## src/rtl/kdt_pkg.sv

```systemverilog
// Shared types, constants and lookup functions for the keypad dial timer.
// Used by kdt_core, keypad_dial_timer_controller and kdt_checker.
`default_nettype none

package kdt_pkg;

  localparam int CFG_DATA_W = 16;
  localparam int CFG_IDX_W  = 3;

  // configuration register indexes
  localparam logic [CFG_IDX_W-1:0] CFG_CW_PHASE   = 3'd0;
  localparam logic [CFG_IDX_W-1:0] CFG_CCW_PHASE  = 3'd1;
  localparam logic [CFG_IDX_W-1:0] CFG_STEPS      = 3'd2;
  localparam logic [CFG_IDX_W-1:0] CFG_MAX_COUNT  = 3'd3;
  localparam logic [CFG_IDX_W-1:0] CFG_BUZZ_PULSE = 3'd4;
  localparam logic [CFG_IDX_W-1:0] CFG_BUZZ_HIGH  = 3'd5;
  localparam logic [CFG_IDX_W-1:0] CFG_BUZZ_LOW   = 3'd6;

  // configuration reset values
  localparam logic [15:0] RST_CW_PHASE   = 16'd6000;
  localparam logic [15:0] RST_CCW_PHASE  = 16'd53000;
  localparam logic [3:0]  RST_STEPS      = 4'd9;
  localparam logic [6:0]  RST_MAX_COUNT  = 7'd59;
  localparam logic [11:0] RST_BUZZ_PULSE = 12'd2500;
  localparam logic [15:0] RST_BUZZ_HIGH  = 16'd1000;
  localparam logic [15:0] RST_BUZZ_LOW   = 16'd1;

  // mode codes as seen on the mode output
  localparam logic [2:0] MODE_ENTRY = 3'd0;
  localparam logic [2:0] MODE_FWD   = 3'd1;
  localparam logic [2:0] MODE_WAIT  = 3'd2;
  localparam logic [2:0] MODE_BACK  = 3'd3;
  localparam logic [2:0] MODE_BUZZ  = 3'd4;

  localparam logic [7:0] KEY_HASH = 8'h23;
  localparam logic [7:0] KEY_ZERO = 8'h30;

  typedef struct packed {
    logic [15:0] cw_phase_ticks;
    logic [15:0] ccw_phase_ticks;
    logic [3:0]  steps_per_count;
    logic [6:0]  max_count;
    logic [11:0] buzz_pulses;
    logic [15:0] buzz_high_ticks;
    logic [15:0] buzz_low_ticks;
  } cfg_t;

  typedef struct packed {
    logic [3:0] row_drive;
    logic [3:0] coil_drive;
    logic       buzzer;
    logic [2:0] mode;
    logic       key_valid;
    logic [7:0] key_code;
    logic [6:0] count_value;
  } result_t;

  function automatic logic [3:0] fwd_coil(input logic [1:0] phase);
    case (phase)
      2'd0:    fwd_coil = 4'h9;
      2'd1:    fwd_coil = 4'hA;
      2'd2:    fwd_coil = 4'h6;
      default: fwd_coil = 4'h5;
    endcase
  endfunction

  function automatic logic [3:0] back_coil(input logic [1:0] phase);
    case (phase)
      2'd0:    back_coil = 4'hC;
      2'd1:    back_coil = 4'h6;
      2'd2:    back_coil = 4'h3;
      default: back_coil = 4'h9;
    endcase
  endfunction

  // more or fewer than one low column decodes as column 0
  function automatic logic [1:0] decode_column(input logic [3:0] cols);
    case (cols)
      4'hE:    decode_column = 2'd0;
      4'hD:    decode_column = 2'd1;
      4'hB:    decode_column = 2'd2;
      4'h7:    decode_column = 2'd3;
      default: decode_column = 2'd0;
    endcase
  endfunction

  function automatic logic [7:0] pad_key(input logic [1:0] row, input logic [1:0] col);
    case ({row, col})
      4'd0:    pad_key = "1";
      4'd1:    pad_key = "2";
      4'd2:    pad_key = "3";
      4'd3:    pad_key = "A";
      4'd4:    pad_key = "4";
      4'd5:    pad_key = "5";
      4'd6:    pad_key = "6";
      4'd7:    pad_key = "B";
      4'd8:    pad_key = "7";
      4'd9:    pad_key = "8";
      4'd10:   pad_key = "9";
      4'd11:   pad_key = "C";
      4'd12:   pad_key = "*";
      4'd13:   pad_key = "0";
      4'd14:   pad_key = "#";
      default: pad_key = "D";
    endcase
  endfunction

endpackage

`default_nettype wire

```

## src/rtl/kdt_core.sv

```systemverilog
// Per-tick state machine: keypad scan, count entry, stepper and buzzer timing.
// Depends on kdt_pkg; driven by keypad_dial_timer_controller.
`default_nettype none

module kdt_core
  import kdt_pkg::*;
(
  input  wire logic       clk,
  input  wire logic       rst,
  input  wire logic       step,
  input  wire logic [3:0] column_lines,
  input  wire cfg_t       cfg,
  output result_t         result
);

  typedef enum logic [2:0] {
    ST_ENTRY = MODE_ENTRY,
    ST_FWD   = MODE_FWD,
    ST_WAIT  = MODE_WAIT,
    ST_BACK  = MODE_BACK,
    ST_BUZZ  = MODE_BUZZ
  } state_t;

  state_t      mode_reg, mode_reg_next;
  logic [1:0]  scan_row, scan_row_next;
  logic [3:0]  held_columns, held_columns_next;
  logic        key_pending, key_pending_next;
  logic [7:0]  key_buf0, key_buf0_next;
  logic [7:0]  key_buf1, key_buf1_next;
  logic [1:0]  entry_index, entry_index_next;
  logic [6:0]  count_reg, count_reg_next;
  logic [10:0] cycle_counter, cycle_counter_next;
  logic [1:0]  phase_index, phase_index_next;
  logic [15:0] delay_counter, delay_counter_next;
  logic [11:0] pulse_counter, pulse_counter_next;
  logic [3:0]  coil_reg, coil_reg_next;

  logic        kv;
  logic [7:0]  kc;
  logic [10:0] total_cycles;
  logic [15:0] tick_limit;
  logic        delay_hit;
  logic [10:0] cycle_inc;
  logic [11:0] pulse_inc;
  logic        motion_done;
  logic [7:0]  digit0, digit1, raw_count;
  logic [6:0]  clamped;
  logic        steps_zero;

  assign total_cycles = {4'b0, count_reg} * {7'b0, cfg.steps_per_count};
  assign steps_zero   = (cfg.steps_per_count == 4'd0);

  always_comb begin
    case (mode_reg)
      ST_FWD:  tick_limit = cfg.cw_phase_ticks;
      ST_BACK: tick_limit = cfg.ccw_phase_ticks;
      default: tick_limit = (phase_index == 2'd0) ? cfg.buzz_high_ticks : cfg.buzz_low_ticks;
    endcase
  end

  // a zero tick count behaves as one
  assign delay_hit   = ({1'b0, delay_counter} + 17'd1) >= {1'b0, tick_limit};
  assign cycle_inc   = cycle_counter + 11'd1;
  assign pulse_inc   = pulse_counter + 12'd1;
  assign motion_done = (phase_index == 2'd3) && (cycle_inc >= total_cycles);

  // count arithmetic is modulo 256
  assign digit0    = key_buf0 - KEY_ZERO;
  assign digit1    = key_buf1 - KEY_ZERO;
  assign raw_count = (entry_index == 2'd1) ? digit0 : (digit0 * 8'd10) + digit1;
  assign clamped   = (raw_count > {1'b0, cfg.max_count}) ? cfg.max_count : raw_count[6:0];

  always_comb begin
    mode_reg_next      = mode_reg;
    scan_row_next      = scan_row;
    held_columns_next  = held_columns;
    key_pending_next   = key_pending;
    key_buf0_next      = key_buf0;
    key_buf1_next      = key_buf1;
    entry_index_next   = entry_index;
    count_reg_next     = count_reg;
    cycle_counter_next = cycle_counter;
    phase_index_next   = phase_index;
    delay_counter_next = delay_counter;
    pulse_counter_next = pulse_counter;
    coil_reg_next      = coil_reg;
    kv                 = 1'b0;
    kc                 = 8'd0;

    case (mode_reg)
      ST_ENTRY, ST_WAIT: begin
        if (key_pending) begin
          if (column_lines == 4'hF) begin
            kv               = 1'b1;
            kc               = pad_key(scan_row, decode_column(held_columns));
            key_pending_next = 1'b0;
            scan_row_next    = scan_row + 2'd1;
          end
        end else if (column_lines != 4'hF) begin
          held_columns_next = column_lines;
          key_pending_next  = 1'b1;
        end else begin
          scan_row_next = scan_row + 2'd1;
        end

        if (kv && mode_reg == ST_ENTRY) begin
          if (entry_index == 2'd0) begin
            key_buf0_next    = kc;
            entry_index_next = 2'd1;
          end else if (entry_index == 2'd1 && kc != KEY_HASH) begin
            key_buf1_next    = kc;
            entry_index_next = 2'd2;
          end else if (kc == KEY_HASH) begin
            count_reg_next     = clamped;
            key_buf0_next      = KEY_ZERO;
            key_buf1_next      = KEY_ZERO;
            entry_index_next   = 2'd0;
            cycle_counter_next = 11'd0;
            phase_index_next   = 2'd0;
            delay_counter_next = 16'd0;
            mode_reg_next      = (clamped == 7'd0 || steps_zero) ? ST_WAIT : ST_FWD;
          end else begin
            // third key that is not '#': drop it and restart the entry
            key_buf0_next    = KEY_ZERO;
            key_buf1_next    = KEY_ZERO;
            entry_index_next = 2'd0;
          end
        end else if (kv && kc == KEY_HASH) begin
          cycle_counter_next = 11'd0;
          phase_index_next   = 2'd0;
          delay_counter_next = 16'd0;
          if (count_reg == 7'd0 || steps_zero) begin
            key_buf0_next      = KEY_ZERO;
            key_buf1_next      = KEY_ZERO;
            entry_index_next   = 2'd0;
            pulse_counter_next = 12'd0;
            mode_reg_next      = (cfg.buzz_pulses == 12'd0) ? ST_ENTRY : ST_BUZZ;
          end else begin
            mode_reg_next = ST_BACK;
          end
        end
      end

      ST_FWD, ST_BACK: begin
        if (delay_hit) begin
          delay_counter_next = 16'd0;
          coil_reg_next      = (mode_reg == ST_FWD) ? fwd_coil(phase_index)
                                                    : back_coil(phase_index);
          phase_index_next   = phase_index + 2'd1;
          if (phase_index == 2'd3) begin
            cycle_counter_next = cycle_inc;
          end
          if (motion_done) begin
            if (mode_reg == ST_FWD) begin
              mode_reg_next = ST_WAIT;
            end else begin
              key_buf0_next      = KEY_ZERO;
              key_buf1_next      = KEY_ZERO;
              entry_index_next   = 2'd0;
              pulse_counter_next = 12'd0;
              mode_reg_next      = (cfg.buzz_pulses == 12'd0) ? ST_ENTRY : ST_BUZZ;
            end
          end
        end else begin
          delay_counter_next = delay_counter + 16'd1;
        end
      end

      ST_BUZZ: begin
        if (delay_hit) begin
          delay_counter_next = 16'd0;
          if (phase_index == 2'd0) begin
            phase_index_next = 2'd1;
          end else begin
            phase_index_next   = 2'd0;
            pulse_counter_next = pulse_inc;
            if (pulse_inc >= cfg.buzz_pulses) begin
              mode_reg_next = ST_ENTRY;
            end
          end
        end else begin
          delay_counter_next = delay_counter + 16'd1;
        end
      end

      default: begin
        mode_reg_next = ST_ENTRY;
      end
    endcase
  end

  always_comb begin
    result.row_drive   = ~(4'b0001 << scan_row);
    result.coil_drive  = coil_reg_next;
    result.buzzer      = (mode_reg_next == ST_BUZZ) && (phase_index_next == 2'd0);
    result.mode        = mode_reg_next;
    result.key_valid   = kv;
    result.key_code    = kc;
    result.count_value = count_reg_next;
  end

  always_ff @(posedge clk) begin
    if (rst) begin
      mode_reg      <= ST_ENTRY;
      scan_row      <= 2'd0;
      held_columns  <= 4'hF;
      key_pending   <= 1'b0;
      entry_index   <= 2'd0;
      count_reg     <= 7'd0;
      cycle_counter <= 11'd0;
      phase_index   <= 2'd0;
      delay_counter <= 16'd0;
      pulse_counter <= 12'd0;
      coil_reg      <= 4'd0;
    end else if (step) begin
      mode_reg      <= mode_reg_next;
      scan_row      <= scan_row_next;
      held_columns  <= held_columns_next;
      key_pending   <= key_pending_next;
      entry_index   <= entry_index_next;
      count_reg     <= count_reg_next;
      cycle_counter <= cycle_counter_next;
      phase_index   <= phase_index_next;
      delay_counter <= delay_counter_next;
      pulse_counter <= pulse_counter_next;
      coil_reg      <= coil_reg_next;
    end
  end

  // entry digits are always written before they are read
  always_ff @(posedge clk) begin
    if (step) begin
      key_buf0 <= key_buf0_next;
      key_buf1 <= key_buf1_next;
    end
  end

endmodule

`default_nettype wire

```

## src/rtl/keypad_dial_timer_controller.sv

```systemverilog
// Top level: configuration registers, input handshake and output register.
// Depends on kdt_pkg and kdt_core.
`default_nettype none

// One transaction per tick: each accepted column sample advances the keypad
// scan, entry, stepper and buzzer state by one tick and produces exactly one
// result in the next cycle. A new sample is taken every clock while the result
// register is free or being drained; the only stall comes from out_stall
// holding an unread result. Throughput is one per clock when not stalled; the
// single result register after the next-state logic holds each result.

module keypad_dial_timer_controller
  import kdt_pkg::*;
(
  input  wire logic                  clk,
  input  wire logic                  rst,
  input  wire logic                  in_valid,
  output logic                       in_stall,
  input  wire logic [3:0]            column_lines,
  output logic                       out_valid,
  input  wire logic                  out_stall,
  output logic [3:0]                 row_drive,
  output logic [3:0]                 coil_drive,
  output logic                       buzzer,
  output logic [2:0]                 mode,
  output logic                       key_valid,
  output logic [7:0]                 key_code,
  output logic [6:0]                 count_value,
  input  wire logic                  cfg_write,
  input  wire logic [CFG_IDX_W-1:0]  cfg_index,
  input  wire logic [CFG_DATA_W-1:0] cfg_data
);

  cfg_t    cfg;
  result_t result;
  logic    accept;

  assign in_stall = out_valid && out_stall;
  assign accept   = in_valid && !in_stall;

  always_ff @(posedge clk) begin
    if (rst) begin
      cfg.cw_phase_ticks  <= RST_CW_PHASE;
      cfg.ccw_phase_ticks <= RST_CCW_PHASE;
      cfg.steps_per_count <= RST_STEPS;
      cfg.max_count       <= RST_MAX_COUNT;
      cfg.buzz_pulses     <= RST_BUZZ_PULSE;
      cfg.buzz_high_ticks <= RST_BUZZ_HIGH;
      cfg.buzz_low_ticks  <= RST_BUZZ_LOW;
    end else if (cfg_write) begin
      case (cfg_index)
        CFG_CW_PHASE:   cfg.cw_phase_ticks  <= cfg_data;
        CFG_CCW_PHASE:  cfg.ccw_phase_ticks <= cfg_data;
        CFG_STEPS:      cfg.steps_per_count <= cfg_data[3:0];
        CFG_MAX_COUNT:  cfg.max_count       <= cfg_data[6:0];
        CFG_BUZZ_PULSE: cfg.buzz_pulses     <= cfg_data[11:0];
        CFG_BUZZ_HIGH:  cfg.buzz_high_ticks <= cfg_data;
        CFG_BUZZ_LOW:   cfg.buzz_low_ticks  <= cfg_data;
        default: ;
      endcase
    end
  end

  kdt_core u_core (
    .clk          (clk),
    .rst          (rst),
    .step         (accept),
    .column_lines (column_lines),
    .cfg          (cfg),
    .result       (result)
  );

  always_ff @(posedge clk) begin
    if (rst) begin
      out_valid <= 1'b0;
    end else if (accept) begin
      out_valid <= 1'b1;
    end else if (!out_stall) begin
      out_valid <= 1'b0;
    end
  end

  always_ff @(posedge clk) begin
    if (accept) begin
      row_drive   <= result.row_drive;
      coil_drive  <= result.coil_drive;
      buzzer      <= result.buzzer;
      mode        <= result.mode;
      key_valid   <= result.key_valid;
      key_code    <= result.key_code;
      count_value <= result.count_value;
    end
  end

endmodule

`default_nettype wire

```

## config.mk

```make
export PLATFORM = sky130hd
export DESIGN_NAME = keypad_dial_timer_controller
export DESIGN_NICKNAME = d
export VERILOG_FILES = /design/src/rtl/kdt_pkg.sv /design/src/rtl/kdt_core.sv /design/src/rtl/keypad_dial_timer_controller.sv
export SDC_FILE = /design/constraint.sdc
export NUM_CORES = 1
export LEC_CHECK = 0
export BUFFER_PORTS_ARGS = -buffer_cell sky130_fd_sc_hd__buf_2
export CORE_ASPECT_RATIO = 1.4
export CORE_MARGIN = 4
export CORE_UTILIZATION = 45
export CTS_CLUSTER_DIAMETER = 40
export DETAILED_ROUTE_END_ITERATION = 10
export PLACE_DENSITY = 0.68
export RECOVER_POWER = 50
export SLEW_MARGIN = 20
export SYNTH_ARGS = -nofsm -noshare
export SYNTH_HDL_FRONTEND = slang
export SYNTH_SLANG_ARGS = --single-unit
```

## constraint.sdc

```tcl
create_clock -name clk -period 7.66 [get_ports clk]
set_input_delay 1.532 -clock clk [delete_from_list [all_inputs] [get_ports clk]]
set_output_delay 1.532 -clock clk [all_outputs]
set_load 0.01 [all_outputs]
```

[Yosys cells after proc, flatten, opt, wreduce, memory -nomap -nowiden]
Memories as Yosys holds them, arrays and structs flattened.
Cells that the tools add are included.
Storage, ports and cells
  register bits: 196
  memory bits (read-only): 112
  bits of input ports: 28
  output and inout bits: 30
  logic and storage cells: 230
  memories: 1
Cells by class
  add/sub/neg operators: 9
  multiplexer cells: 102
  equal/unequal tests: 40
  bitwise operators: 2
  shift operators: 1
  magnitude comparators: 4
  reduce and logical (&&, ||, !) cells: 41
  multipliers: 2
Memory list
  (no name shown): words 16, width 7, read ports 1, clocked after Yosys merged registers in 0, write ports 0, line kdt_pkg.sv:88  | case ({row, col})
Operators by type and width (number)
  8-bit 2-to-1 mux: 15
  16-bit 2-to-1 mux: 7
  12-bit 2-to-1 mux: 8
  11-bit 2-to-1 mux: 7
  16-bit case mux with 2 select lines: 2
  2-bit 2-to-1 mux: 22
  7-bit 2-to-1 mux: 6
  3-bit 2-to-1 mux: 13
  12-bit case mux with 3 select lines: 1
  8-bit case mux with 2 select lines: 2
  4-bit case mux with 3 select lines: 2
  8-bit AND reduction: 3
  11-bit case mux with 2 select lines: 1
  16-bit by 1-bit adder with 17-bit output (second input constant): 1
  17-bit by 16-bit greater-or-equal comparator with 1-bit output: 1
  16-bit by 1-bit adder with 16-bit output (second input constant): 1
  2-bit by 1-bit != test with 1-bit output (second input constant): 8
  2-bit AND reduction: 8
  8-bit by 6-bit subtractor with 8-bit output (second input constant): 2
  3-bit equality test (second input constant): 5
  7-bit logical NOT: 2
  12-bit by 1-bit adder with 12-bit output (second input constant): 1
  3-bit by 2-bit equality test with 1-bit output (second input constant): 4
  4-bit equality test (second input constant): 3
  41 further kinds: 76

[Logic depth before layout (Yosys ltp)]
An unclocked memory read counts as a cell.
  depth after elaboration: 17
  depth in mapped cells: 22
  mapped depth without buffers: 21

[Cells and area by module]
From an unflattened synthesis, not the netlist that was laid out.
Second synthesis, totals
  cell total of the unflattened synthesis: 1330
  area total of the unflattened synthesis: 12054.1 um2
Modules (own cells, without submodules)
  kdt_core: area each 7669.9 um2, times used 1, sequential area each 1701.6 um2, cells an instance 965
  keypad_dial_timer_controller: area each 4384.2 um2, times used 1, sequential area each 2602.5 um2, cells an instance 365

[Worst setup path after synthesis]
OpenSTA, ideal clock, no wires.
  kind: register to register
  start point: reg u_core.count_reg[1]
  end point: reg u_core.pulse_counter[10]
  setup time: 60 ps
  buffers on the path: 1
  stages on the path, launching flop included: 23
  arrival time: 4615 ps
  period minus slack after synthesis: 4675 ps
  path slack: 2985 ps
  required time: 7600 ps
  cells stage by stage: dfxtp_1 > and2_1 > fa_1 > inv_1 > fa_1 > inv_1 > ha_1 > nor2b_1 > o21ai_0 > a21oi_1 > o21ai_0 > nand2b_1 > a21o_1 > a21oi_1 > xor2_1 > ha_1 > a211o_1 > o32a_1 > a41oi_1 > a21o_1 > clkbuf_1 > and3_1 > a41o_1
On the way
  word-level cells in the longest chain between the ends: 5
  elaborated cells between the ends (all ways): 8
  classes of those cells: 1 x mul; 1 x order compare; 2 x eq/ne; 4 x reduce/logical
Ends and longest elaborated chain
  start: declaration: line kdt_core.sv:31  | logic [6:0] count_reg, count_reg_next;
  start signal: assignment: line kdt_core.sv:221  | count_reg <= count_reg_next;
  7-bit by 4-bit multiplier with 11-bit output: line kdt_core.sv:50  | assign total_cycles = {4'b0, count_reg} * {7'b0, cfg.steps_per_count};
  11-bit greater-or-equal comparator: line kdt_core.sv:65  | assign motion_done = (phase_index == 2'd3) && (cycle_inc >= total_cycles);
  1-bit logical AND: line kdt_core.sv:65
  2-bit by 1-bit != test with 1-bit output (no source line)
  10-bit AND reduction (no source line) (*)
  end signal: assignment: line kdt_core.sv:225  | pulse_counter <= pulse_counter_next;
  end: declaration: line kdt_core.sv:35  | logic [11:0] pulse_counter, pulse_counter_next;
Every way passes the cells marked *; elsewhere a longest branch is shown, timed or not.
A chain may end at the register's enable or synchronous reset.

==> results.toml <==
[status]
status = "finished, violations left"
violations = "max-capacitance violations, max-slew violations"

[global_routing]
top_usage_layer = "met2"
gr-usage-all-layers_pct = 20.2
use_met3_pct = 3.94
first_global_vias = 9450
grt-ovfl-total = 0
use_met2_pct = 35.7
use_met1_pct = 24.3
grt_max_degree = 82
grt_antenna_before_repair = 2
grt_pass1_wl_um = 46300

[routing]
wire_per_inst_um = 16.3
vias = 9632
drt-pass1-iter-count = 5
vias_per_cell = 5.55
drtIter0Drc = 660
ant_nets = 0
drc = 0
routed_wirelength_um = 28400

[floorplan]
start_util_pct = 45.7
core.rowCount = 69
pin_count = 58
die_w_um = 144
core_area_mm2 = 0.0254
fp.dieArea_mm2 = 0.0284
fp.dieH_um = 198

[synthesis]
synth-compound-area-share_pct = 15.2
syn_inst = 1378
synth.ff_latch_count = 193
synth_simple_gate_area_share_pct = 21.8
synth_cell_types = 81
synth_top_family_by_area = "simple AND/OR/NAND/NOR gates"
synth.avg_cell_area_um2 = 8.42
synth_top_area_cell = "dfxtp_1"
synth_edf_count = 41
synth-xor-area-share_pct = 3.59
syn_area_mm2 = 0.0116
synth_seq_area_share_pct = 36.8
synthTopCellsByArea = "dfxtp_1 26%, edfxtp_1 11%, ha_1 10%, nand2_1 8.5%, a21oi_1 5.3%"
synth_top_area_share_pct = 26.2
synthAdderAreaFrac_pct = 12.5
synth_warnings = 0
syn-num-nets = 1515
synthMuxAreaShare_pct = 5.35
ys.flop_type = "dfxtp_1"
postSynth.asyncResetShare_pct = 0

[clocking]
cts_resized = 0
cts_setup_buffers = 0
cts_buffers = 17
clkTransAtPathRegs_ns = 0.08
cts_buffer_depth = 2
htreeDepth = 4
insertion_delay_ns = 0.46
cts.sinks = 193
cts_hold_buf = 0
cts_root_buf = "clkbuf_16"
cts_tree = "done"

[sta]
max_freq_ghz = 0.181
finalClockSkew_ns = 0.0251
tightest_slew_ns = 3.84
rsz0062_at_grt = "no"
drv_slew = 177
hold_viol_final = 0
fin_ws_ns = 2.13
timing.setup.tns_ns = 0
period_share_pct = 72.1
slew_headroom_pct = -156
period_minus_slack_ns = 5.53
finalSetupViolCount = 0

[cells_and_area]
fill_cells = 2462
area.growth.synth_to_final_pct = 9.54
final_nets = 1539
largest_reg_flops = 87
layoutNonFillerInstCount = 1737
reg_top3 = "cfg: 87 flops, u_core.delay_counter: 16 flops, u_core.pulse_counter: 12 flops"
regArea_mm2 = 0.00427
final_common_cell = "nand2_1"
drive_gt1_share_pct = 7.42
largest_register = "cfg"
layout_common_cells = "263 x nand2_1, 152 x dfxtp_1, 122 x a21oi_1"
multi_input_area_mm2 = 0.00678

[flow_run]
cap_violations = 3

[worst_hold_path]
min_path_type = "flop to flop"

[placed_design]
io_buffers = 56
dp_hpwl_um = 20200
place_inst = 1702
dp_slack_ns = 2.40
gp_congestion = 0.859

[pwr]
power_leakage_nw = 5.49
power_density_mw_per_mm2 = 182
peakVddDrop_v = 0.000169
finalPower_w = 0.00232

[setup_path]
cp_max_fo = 81
cp.arrival_ns = 5.87
required_ns = 8.01
crit_type = "primary input to flop"
worst_setup_path_end_kind = "flop"
cp-start-kind = "primary input"
[power breakdown]
group          switching, W  internal, W  total, W
Sequential        0.0000182      0.00106   0.00108
Clock              0.000495     0.000461  0.000956
Combinational      0.000175     0.000105  0.000280
Total              0.000688      0.00163   0.00232
[cell usage after synthesis, drive strengths merged, types with 25 or more instances]
| cell | number |
|---|---|
| a21oi | 122 |
| clkbuf | 50 |
| dfxtp | 152 |
| edfxtp | 41 |
| ha | 97 |
| inv | 74 |
| mux2i | 38 |
| nand2 | 263 |
| nand3 | 58 |
| nor2 | 78 |
| o21ai | 66 |
| xor2 | 25 |
[final timing paths]
kind	startpoint	end	slack (ns)	depth (start not counted)
max	rst	u_core.delay_counter[6]	2.13	4
min	cfg[28]	cfg[28]	0.46	2
max reg2reg	cfg[53]	u_core.pulse_counter[5]	2.37	21
min reg2reg	cfg[28]	cfg[28]	0.46	2
[worst max-delay path: stages]
cell,delay [ns]
clkbuf_1,1.00
clkbuf_1,2.75
nor3_1,0.13
a32o_1,0.36
[per-layer routing]
layer,vias up,part of all wire [%],routed length (µm)
met5,-,0.025,7
met4,2,2.3,662
met3,43,4.4,1240
met2,213,51,14500
met1,4539,42,11900
li1,4835,-,-
[through the flow]
stage	utilization, %	cell area (µm²)	hold WS [ns]
3_3_place_gp	47.7	12100	0.439
6_report	50.1	12700	0.456
3_5_place_dp	47.7	12100	0.444
5_1_grt	50.0	12700	0.474
4_1_cts	50.2	12800	0.456
2_1_floorplan	-	11600	0.433
[kinds of logic (layout without fill, tap and decap cells)]
family,after synthesis,after routing
AND/OR/NAND/NOR,539,539
AO/OA/AOI/OAI,292,292
flip-flops,193,193
buffers and inverters,139,176
adder cells (fa/ha/maj),109,109
multiplexers,59,59
XOR/XNOR,46,46
other,1,4
[final cells by class]
class | count | share of cell area [%]
Tap cell | 319 | 3.14
Clock buffer | 17 | 3.35
Multi-Input combinational cell | 1046 | 53.4
Timing Repair Buffer | 68 | 2.54
Inverter | 76 | 2.24
Antenna cell | 3 | 0.0591
Clock inverter | 15 | 1.66
Sequential cell | 193 | 33.6
No activity file was read; power rests on OpenSTA's default activity.
